**src/rtl/core/lasd_pkg.sv**
```systemverilog
package lasd_pkg;

  localparam int MAX_SLOTS     = 8;
  localparam int DEF_SLOTS     = 8;
  localparam int CFG_IDX_W     = 8;
  localparam int CFG_DATA_W    = 64;
  localparam int STEP_BITS     = 16;
  localparam int DUR_W         = 8;
  localparam int TIME_W        = 32;
  localparam int IDX_W         = 4;
  localparam int REP_W         = 11;
  localparam int BLANK_MS      = 30;
  localparam int HOLD_MS       = 45;

  typedef enum logic [1:0] {
    CMD_TICK     = 2'd0,
    CMD_ACTIVITY = 2'd1,
    CMD_SET_MODE = 2'd2,
    CMD_START    = 2'd3
  } cmd_t;

  typedef enum logic [1:0] {
    MODE_OFF     = 2'd0,
    MODE_NORMAL  = 2'd1,
    MODE_SEQ     = 2'd2,
    MODE_OFF_ALT = 2'd3
  } mode_t;

  typedef enum logic [CFG_IDX_W-1:0] {
    REG_STEPS_LOW  = 8'd0,
    REG_STEPS_HIGH = 8'd1
  } reg_idx_t;

  typedef struct packed {
    logic             level;
    logic [DUR_W-1:0] dur;
  } step_t;

  typedef struct packed {
    logic [1:0]              command;
    logic [1:0]              mode_value;
    logic signed [REP_W-1:0] repeat_count;
  } item_t;

  // duration field in 10 ms units, as a time offset
  function automatic logic [TIME_W-1:0] dur_ms(input logic [DUR_W-1:0] d);
    logic [DUR_W+3:0] m;
    m = {1'b0, d, 3'b000} + {3'b000, d, 1'b0};
    return {{(TIME_W-DUR_W-4){1'b0}}, m};
  endfunction

endpackage

```
**src/rtl/core/lasd_ifs.sv**
```systemverilog
interface lasd_item_if;
  import lasd_pkg::*;
  logic                    valid;
  logic                    ready;
  logic [1:0]              command;
  logic [1:0]              mode_value;
  logic signed [REP_W-1:0] repeat_count;
  modport source (output valid, command, mode_value, repeat_count, input ready);
  modport sink (input valid, command, mode_value, repeat_count, output ready);
endinterface

interface lasd_result_if;
  logic valid;
  logic ready;
  logic led_on;
  logic sequence_running;
  modport source (output valid, led_on, sequence_running, input ready);
  modport sink (input valid, led_on, sequence_running, output ready);
endinterface

interface lasd_cfg_if;
  import lasd_pkg::*;
  logic                  valid;
  logic                  ready;
  logic [CFG_IDX_W-1:0]  index;
  logic [CFG_DATA_W-1:0] data;
  modport source (output valid, index, data, input ready);
  modport sink (input valid, index, data, output ready);
endinterface

```
**src/rtl/core/lasd_cfg_regs.sv**
```systemverilog
module lasd_cfg_regs
  import lasd_pkg::*;
#(
  parameter int STEP_SLOTS = DEF_SLOTS
) (
  input  logic             clk,
  input  logic             rst,
  lasd_cfg_if.sink         cfg,
  input  logic [IDX_W-1:0] rd_idx,
  output step_t            step_k,
  output step_t            step_0
);

  localparam int SLOT_W = (STEP_SLOTS > 1) ? $clog2(STEP_SLOTS) : 1;
  localparam int LANES  = CFG_DATA_W / STEP_BITS;

  step_t steps [STEP_SLOTS];

  assign cfg.ready = 1'b1;

  for (genvar s = 0; s < STEP_SLOTS; s++) begin : g_slot
    localparam int LANE = s % LANES;
    localparam reg_idx_t WSEL = (s / LANES == 0) ? REG_STEPS_LOW : REG_STEPS_HIGH;
    always_ff @(posedge clk) begin
      if (rst) begin
        steps[s] <= '0;
      end else if (cfg.valid && cfg.index == WSEL) begin
        steps[s] <= {cfg.data[LANE*STEP_BITS+DUR_W], cfg.data[LANE*STEP_BITS +: DUR_W]};
      end
    end
  end

  // indexes past the stored steps read as an end step, dark
  always_comb begin
    if ({{(32-IDX_W){1'b0}}, rd_idx} < STEP_SLOTS) begin
      step_k = steps[rd_idx[SLOT_W-1:0]];
    end else begin
      step_k = '0;
    end
  end

  assign step_0 = steps[0];

endmodule

```
**src/rtl/core/lasd_seq_core.sv**
```systemverilog
module lasd_seq_core
  import lasd_pkg::*;
(
  input  logic             clk,
  input  logic             rst,
  input  logic             fire,
  input  item_t            item,
  input  step_t            step_k,
  input  step_t            step_0,
  output logic [IDX_W-1:0] rd_idx,
  output logic             led_next,
  output logic             running_next
);

  logic [TIME_W-1:0] now_ms, blank_until, hold_until, next_time;
  logic [IDX_W-1:0]  step_index;
  logic [REP_W-1:0]  repeats_left;
  mode_t             cur_mode;
  logic              seq_active;
  logic              led_level;

  logic [TIME_W-1:0] now_ms_next, blank_until_next, hold_until_next, next_time_next;
  logic [IDX_W-1:0]  step_index_next;
  logic [REP_W-1:0]  repeats_left_next;
  mode_t             cur_mode_next;
  logic              seq_active_next;

  // state after the command itself, before the mode update
  logic [TIME_W-1:0] next_a, t0, tk;
  logic [IDX_W-1:0]  idx_a;
  logic              led_a;
  logic              cmd_start;

  assign cmd_start = (cmd_t'(item.command) == CMD_START);
  assign idx_a     = cmd_start ? '0 : step_index;
  assign rd_idx    = idx_a + 1'b1;
  assign t0        = now_ms_next + dur_ms(step_0.dur);
  assign tk        = now_ms_next + dur_ms(step_k.dur);

  always_comb begin
    now_ms_next       = now_ms;
    blank_until_next  = blank_until;
    hold_until_next   = hold_until;
    cur_mode_next     = cur_mode;
    seq_active_next   = seq_active;
    repeats_left_next = repeats_left;
    case (cmd_t'(item.command))
      CMD_TICK: now_ms_next = now_ms + 1'b1;
      CMD_ACTIVITY: begin
        if (hold_until < now_ms && blank_until < now_ms) begin
          blank_until_next = now_ms + TIME_W'(BLANK_MS);
          hold_until_next  = now_ms + TIME_W'(HOLD_MS);
        end
      end
      CMD_SET_MODE: cur_mode_next = mode_t'(item.mode_value);
      CMD_START: begin
        cur_mode_next     = MODE_SEQ;
        seq_active_next   = 1'b1;
        repeats_left_next = item.repeat_count;
      end
      default: ;
    endcase

    next_a = cmd_start ? t0 : next_time;
    led_a  = cmd_start ? step_0.level : led_level;

    step_index_next = idx_a;
    next_time_next  = next_a;
    led_next        = led_a;
    case (cur_mode_next)
      MODE_NORMAL: led_next = (blank_until_next < now_ms_next);
      MODE_SEQ: begin
        if (seq_active_next && now_ms_next > next_a) begin
          step_index_next = rd_idx;
          led_next        = step_k.level;
          next_time_next  = tk;
          if (step_k.dur == '0) begin
            if (repeats_left_next != '0) begin
              if (!repeats_left_next[REP_W-1]) begin
                repeats_left_next = repeats_left_next - 1'b1;
              end
              step_index_next = '0;
              led_next        = step_0.level;
              next_time_next  = t0;
            end else begin
              seq_active_next = 1'b0;
            end
          end
        end
      end
      default: led_next = 1'b0;
    endcase

    running_next = seq_active_next && (cur_mode_next == MODE_SEQ);
  end

  always_ff @(posedge clk) begin
    if (rst) begin
      now_ms       <= '0;
      blank_until  <= '0;
      hold_until   <= '0;
      next_time    <= '0;
      step_index   <= '0;
      repeats_left <= '0;
      cur_mode     <= MODE_OFF;
      seq_active   <= 1'b0;
      led_level    <= 1'b0;
    end else if (fire) begin
      now_ms       <= now_ms_next;
      blank_until  <= blank_until_next;
      hold_until   <= hold_until_next;
      next_time    <= next_time_next;
      step_index   <= step_index_next;
      repeats_left <= repeats_left_next;
      cur_mode     <= cur_mode_next;
      seq_active   <= seq_active_next;
      led_level    <= led_next;
    end
  end

endmodule

```
**src/rtl/core/led_activity_sequence_driver.sv**
```systemverilog
// LED activity and sequence driver.
//
// items: one word per command (tick, activity, set mode, start sequence).
// results: one word per item, the LED level and whether a sequence is
// still playing after that item.
// cfg: writes the two step words (index 0 steps 0-3, index 1 steps 4-7);
// it is always ready and should only be written while the block is idle.
//
// The item is captured in an input register at the accepting edge, the
// timer and sequence state update in one pass of compares and 32-bit
// adds, and the result is registered once the result register is free.
// Throughput is one item per cycle while results are taken; while a
// result waits, only the input register can still take a word, so a
// stall on results only backs up into items once both registers are
// full.
//
// Reset clears the timers, mode (off), the sequence state, the LED and
// both step words; no result is pending after reset.
module led_activity_sequence_driver
  import lasd_pkg::*;
#(
  parameter int STEP_SLOTS = DEF_SLOTS
) (
  input logic           clk,
  input logic           rst,
  lasd_item_if.sink     items,
  lasd_result_if.source results,
  lasd_cfg_if.sink      cfg
);

  item_t            item;
  logic             item_valid;
  logic             fire;
  logic [IDX_W-1:0] rd_idx;
  step_t            step_k, step_0;
  logic             led_next, running_next;

  // the state pass runs when a word is held and the result register frees up
  assign fire        = item_valid && (!results.valid || results.ready);
  assign items.ready = !item_valid || fire;

  always_ff @(posedge clk) begin
    if (rst) begin
      item_valid <= 1'b0;
    end else if (items.ready) begin
      item_valid <= items.valid;
    end
  end

  always_ff @(posedge clk) begin
    if (items.valid && items.ready) begin
      item <= '{command: items.command, mode_value: items.mode_value,
                repeat_count: items.repeat_count};
    end
  end

  lasd_cfg_regs #(.STEP_SLOTS(STEP_SLOTS)) u_cfg (
    .clk    (clk),
    .rst    (rst),
    .cfg    (cfg),
    .rd_idx (rd_idx),
    .step_k (step_k),
    .step_0 (step_0)
  );

  lasd_seq_core u_core (
    .clk          (clk),
    .rst          (rst),
    .fire         (fire),
    .item         (item),
    .step_k       (step_k),
    .step_0       (step_0),
    .rd_idx       (rd_idx),
    .led_next     (led_next),
    .running_next (running_next)
  );

  always_ff @(posedge clk) begin
    if (rst) begin
      results.valid <= 1'b0;
    end else if (fire) begin
      results.valid <= 1'b1;
    end else if (results.ready) begin
      results.valid <= 1'b0;
    end
  end

  always_ff @(posedge clk) begin
    if (fire) begin
      results.led_on           <= led_next;
      results.sequence_running <= running_next;
    end
  end

endmodule

```
**src/flat_wrapper.sv**
```systemverilog
// flat-port wrapper written by rule: the top's interface ports become plain ports
module led_activity_sequence_driver_flat import lasd_pkg::*;
#(
  parameter int STEP_SLOTS = DEF_SLOTS
)
  (clk, rst, items_valid, items_command, items_mode_value, items_repeat_count, items_ready, results_valid, results_led_on, results_sequence_running, results_ready, cfg_valid, cfg_index, cfg_data, cfg_ready);
  lasd_item_if items_i ();
  lasd_result_if results_i ();
  lasd_cfg_if cfg_i ();
  input logic clk;
  input logic rst;
  input wire logic [$bits(items_i.valid)-1:0] items_valid;
  input wire logic [$bits(items_i.command)-1:0] items_command;
  input wire logic [$bits(items_i.mode_value)-1:0] items_mode_value;
  input wire logic [$bits(items_i.repeat_count)-1:0] items_repeat_count;
  output wire logic [$bits(items_i.ready)-1:0] items_ready;
  output wire logic [$bits(results_i.valid)-1:0] results_valid;
  output wire logic [$bits(results_i.led_on)-1:0] results_led_on;
  output wire logic [$bits(results_i.sequence_running)-1:0] results_sequence_running;
  input wire logic [$bits(results_i.ready)-1:0] results_ready;
  input wire logic [$bits(cfg_i.valid)-1:0] cfg_valid;
  input wire logic [$bits(cfg_i.index)-1:0] cfg_index;
  input wire logic [$bits(cfg_i.data)-1:0] cfg_data;
  output wire logic [$bits(cfg_i.ready)-1:0] cfg_ready;
  assign items_i.valid = items_valid;
  assign items_i.command = items_command;
  assign items_i.mode_value = items_mode_value;
  assign items_i.repeat_count = items_repeat_count;
  assign items_ready = items_i.ready;
  assign results_valid = results_i.valid;
  assign results_led_on = results_i.led_on;
  assign results_sequence_running = results_i.sequence_running;
  assign results_i.ready = results_ready;
  assign cfg_i.valid = cfg_valid;
  assign cfg_i.index = cfg_index;
  assign cfg_i.data = cfg_data;
  assign cfg_ready = cfg_i.ready;
  led_activity_sequence_driver #(.STEP_SLOTS(STEP_SLOTS)) u_core (.clk(clk), .rst(rst), .items(items_i), .results(results_i), .cfg(cfg_i));
endmodule
```
**config.mk**
```make
export PLATFORM = sky130hd
export DESIGN_NAME = led_activity_sequence_driver_flat
export DESIGN_NICKNAME = d
export VERILOG_FILES = /design/src/rtl/core/lasd_pkg.sv /design/src/rtl/core/lasd_ifs.sv /design/src/rtl/core/lasd_cfg_regs.sv /design/src/rtl/core/lasd_seq_core.sv /design/src/rtl/core/led_activity_sequence_driver.sv /design/src/flat_wrapper.sv
export SDC_FILE = /design/constraint.sdc
export NUM_CORES = 1
export LEC_CHECK = 0
export BUFFER_PORTS_ARGS = -buffer_cell sky130_fd_sc_hd__buf_2
export CAP_MARGIN = 20
export CORE_ASPECT_RATIO = 0.75
export CORE_MARGIN = 1
export CORE_UTILIZATION = 45
export CTS_CLUSTER_SIZE = 16
export DETAILED_ROUTE_END_ITERATION = 10
export PLACE_DENSITY = 0.61
export RECOVER_POWER = 25
export SYNTH_ARGS = -nofsm -noshare
export SYNTH_HDL_FRONTEND = slang
export SYNTH_SLANG_ARGS = --single-unit
```
**constraint.sdc**
```tcl
create_clock -name clk -period 9.6 [get_ports clk]
set_input_delay 0 -clock clk [delete_from_list [all_inputs] [get_ports clk]]
set_output_delay 0 -clock clk [all_outputs]
set_load 0.005 [all_outputs]
```
==> results.toml <==
[run_status]
status = "finished with violations"
failed_checks = "capacitance limit, slew limit"

[timing]
max_freq_mhz = 116
slew_headroom_pct = -172
fin_crit_ns = 8.61
setup_viol = 0
final_max_slew_viol_count = 144
rsz0062_at_grt = "false"
skew_ns = 0.0275
fin_setup_tns_ns = 0
hold_viol = 0
period_share_pct = 89.6
tightest_slew_ns = 4.08
holdWs_ns = 0.147

[critical_path]
criticalPathCategory = "reg -> reg"
crit_fanout = 28
required_ns = 10.05
end_kind = "register"
cpMaxStageDelayCell = "xnor2_1"
critPathArrivalTime_ns = 9.06
cpPeakStageDelay_ns = 0.60
startpoint_type = "register"

[yosys]
syn-num-nets = 2339
synthCells = 2072
yosysSeqAreaShare_pct = 31.4
ys_dominant_reg_cell = "dfxtp_1"
yosys_warnings = 0
yosysTopAreaCell = "dfxtp_1"
netlist-cell-type-count = 96
synth_edf_count = 89
avgSynthCellArea_um2 = 8.69
synth_area_leaders = "dfxtp_1 17%, edfxtp_1 15%, ha_1 11%, xnor2_1 6.4%, nor2_1 3.9%"
ys_seq_elements = 238
yosys.area.top_type_share_pct = 16.6
syn-cell-area_mm2 = 0.0180
async_flop_share_pct = 0

[floorplanning]
die_area_mm2 = 0.0408
fp.coreArea_mm2 = 0.0395
die_h_um = 175
ios = 97
start_util_pct = 45.6
die_w_um = 233
rows = 63

[global_routing]
overflow = 0
antenna_found_initial = 0
grt_pass1_vias = 15073
grt_max_degree = 96
grt_pass1_wl_mm = 84.4
grt_usage_pct = 26.2

[layout]
final_util_pct = 50.9
syn_to_final_growth_pct = 11.7
stdcell_count = 2681
nFillCells = 3685
num-nets-final = 2408
drive_gt1_share_pct = 9.54
multi_input_area_mm2 = 0.0114
seq_area_mm2 = 0.00566

[clock_tree]
htreeDepth = 1
cts_buffers = 27
cts_tree = "built"
cts_sinks = 238
clock_latency_ns = 0.57
clockBufferDepth = 3
root_buffer = "clkbuf_16"
clk_pin_slew_ns = 0.06

[pwr]
total_power_w = 0.00272
p_per_area_mw_per_mm2 = 135
ir_worst_vdd_v = 0.000109
p_leak_nw = 7.90

[detailed_routing]
drc = 0
wl_mm = 53.6
vias = 15899
ant_nets = 0
dr.pass1.iters = 6
drtIter0Drc = 1535
via_per_inst = 5.93
wire_per_inst_um = 20.0

[placement]
dp_hpwl_mm = 38.4
portBuffers = 67
dpl.cell_count = 2573
gp_congestion = 0.977

[worst_hold_path]
min_path_type = "in -> reg"

[run]
max_cap_violations = 3
-- flip-flops by register name (all words and copies together) (netlist names), 4 cells and up --
register                    flops
u_core.u_cfg.steps             72
u_core.u_core.blank_until      32
u_core.u_core.hold_until       32
u_core.u_core.next_time        32
u_core.u_core.now_ms           32
u_core.item                    15
u_core.u_core.repeats_left     11
u_core.u_core.step_index        4
-- Yosys cell counts (4+ instances only) --
cell,instances
nor2b_1,9
a211oi_1,75
a31oi_1,10
a21oi_1,116
or2_2,5
o2111ai_1,4
o21ai_0,95
edfxtp_1,89
o21a_1,15
nand2b_1,10
nand3_1,49
nor3_1,74
nor2_1,189
o221ai_1,6
nand4_1,49
buf_2,24
xor2_1,6
or4_1,4
nor4_1,21
ha_1,161
xnor2_1,131
and4_1,15
a211o_1,4
clkinv_1,9
clkbuf_1,83
inv_1,107
or3_1,11
and2_1,91
mux2_2,22
a41oi_1,4
a311oi_1,4
a21o_1,43
and3_1,12
o31ai_1,5
dfxtp_1,149
mux4_2,15
a22oi_1,4
mux2i_1,54
nand2_1,172
a2bb2oi_1,8
a2111oi_0,5
fa_1,14
o31a_1,4
o211ai_1,14
buf_1,8
-- cell families after synthesis --
group | after synthesis | share of synthesized area (%)
AOI/OAI and AO/OA | 461 | 17.1
other | 1 | 0.0208
adders and majority gates | 175 | 12.7
buffers and inverters | 236 | 5.23
DFF | 238 | 31.4
and+or+nand+nor | 730 | 20.2
muxes | 93 | 6.48
xor gates and xnor gates | 138 | 6.75
-- final timing paths --
check | start | end | slack [ns] | cells past startpoint
worst max-delay path | u_core.u_core.now_ms[0]$_SDFFE_PP0P_ | u_core.u_core.next_time[25]$_SDFFE_PP0P_ | 0.99 | 27
worst min-delay path | items_repeat_count[5] | u_core.item[5]$_DFFE_PP_ | 0.15 | 2
worst max register to register | u_core.u_core.now_ms[0]$_SDFFE_PP0P_ | u_core.u_core.next_time[25]$_SDFFE_PP0P_ | 0.99 | 27
worst min register to register | u_core.u_core.repeats_left[7]$_SDFFE_PP0P_ | u_core.u_core.repeats_left[7]$_SDFFE_PP0P_ | 0.45 | 2
-- layout make-up --
type,instances,area share [%]
Multi-Input combinational cell,1598,56.8
Sequential cell,238,28.1
Timing Repair Buffer,159,5.70
Clock buffer,35,3.51
Tap cell,520,3.23
Inverter,117,2.18
Clock inverter,13,0.410
Antenna cell,1,0.0124
-- power breakdown --
part           internal, W  switching, W
clock network     0.000520      0.000451
logic             0.000247      0.000379
registers          0.00109     0.0000293
-- cell usage in the layout (no fill, tap or decap), types with 30 or more instances in the layout --
cell type | Yosys | final
buf_4 | 1 | 30
nand4_1 | 49 | 49
nor3_1 | 74 | 73
dfxtp_1 | 149 | 149
edfxtp_1 | 89 | 89
inv_1 | 107 | 107
buf_2 | 24 | 66
a21oi_1 | 116 | 116
mux2i_1 | 54 | 54
nor2_1 | 189 | 189
o21ai_0 | 95 | 94
ha_1 | 161 | 161
a211oi_1 | 75 | 75
a21o_1 | 43 | 43
and2_1 | 91 | 90
dlygate4sd3_1 | 0 | 56
nand3_1 | 49 | 49
nand2_1 | 172 | 171
xnor2_1 | 131 | 131
-- layer usage --
metal	share of wire (%)	track usage [%]	vias to the layer above
met5	0	0	-
met4	2.0	6.13	0
met3	6.9	3.43	74
met2	42	38.7	563
met1	49	40.1	7614
li1	-	-	7648
-- repair_timing --
| item | CTS | global route |
|---|---|---|
| resized for setup | 0 | 0 |
| setup buffers | 0 | 0 |
| hold buffers | 55 | 1 |
| endpoints found under the hold margin | 98 | 7 |
-- through the flow --
step | area, µm² | setup WS, ns
3_5_place_dp | 18800 | 1.17
5_1_grt | 20100 | 0.413
3_3_place_gp | 18800 | 1.33
4_1_cts | 20100 | 1.14
2_1_floorplan | 18000 | 2.94
6_report | 20100 | 0.994
-- worst max-delay path: cells and delay by family (launching register included) --
family | cells | cell delay (ns)
and+or+nand+nor | 11 | 3.48
AOI/OAI and AO/OA | 8 | 2.18
adders and majority gates | 4 | 1.36
xor gates and xnor gates | 2 | 0.74
DFF | 1 | 0.56
muxes | 1 | 0.10
buffers and inverters | 1 | 0.07
Note: power is estimated with default switching activity, not from simulation.
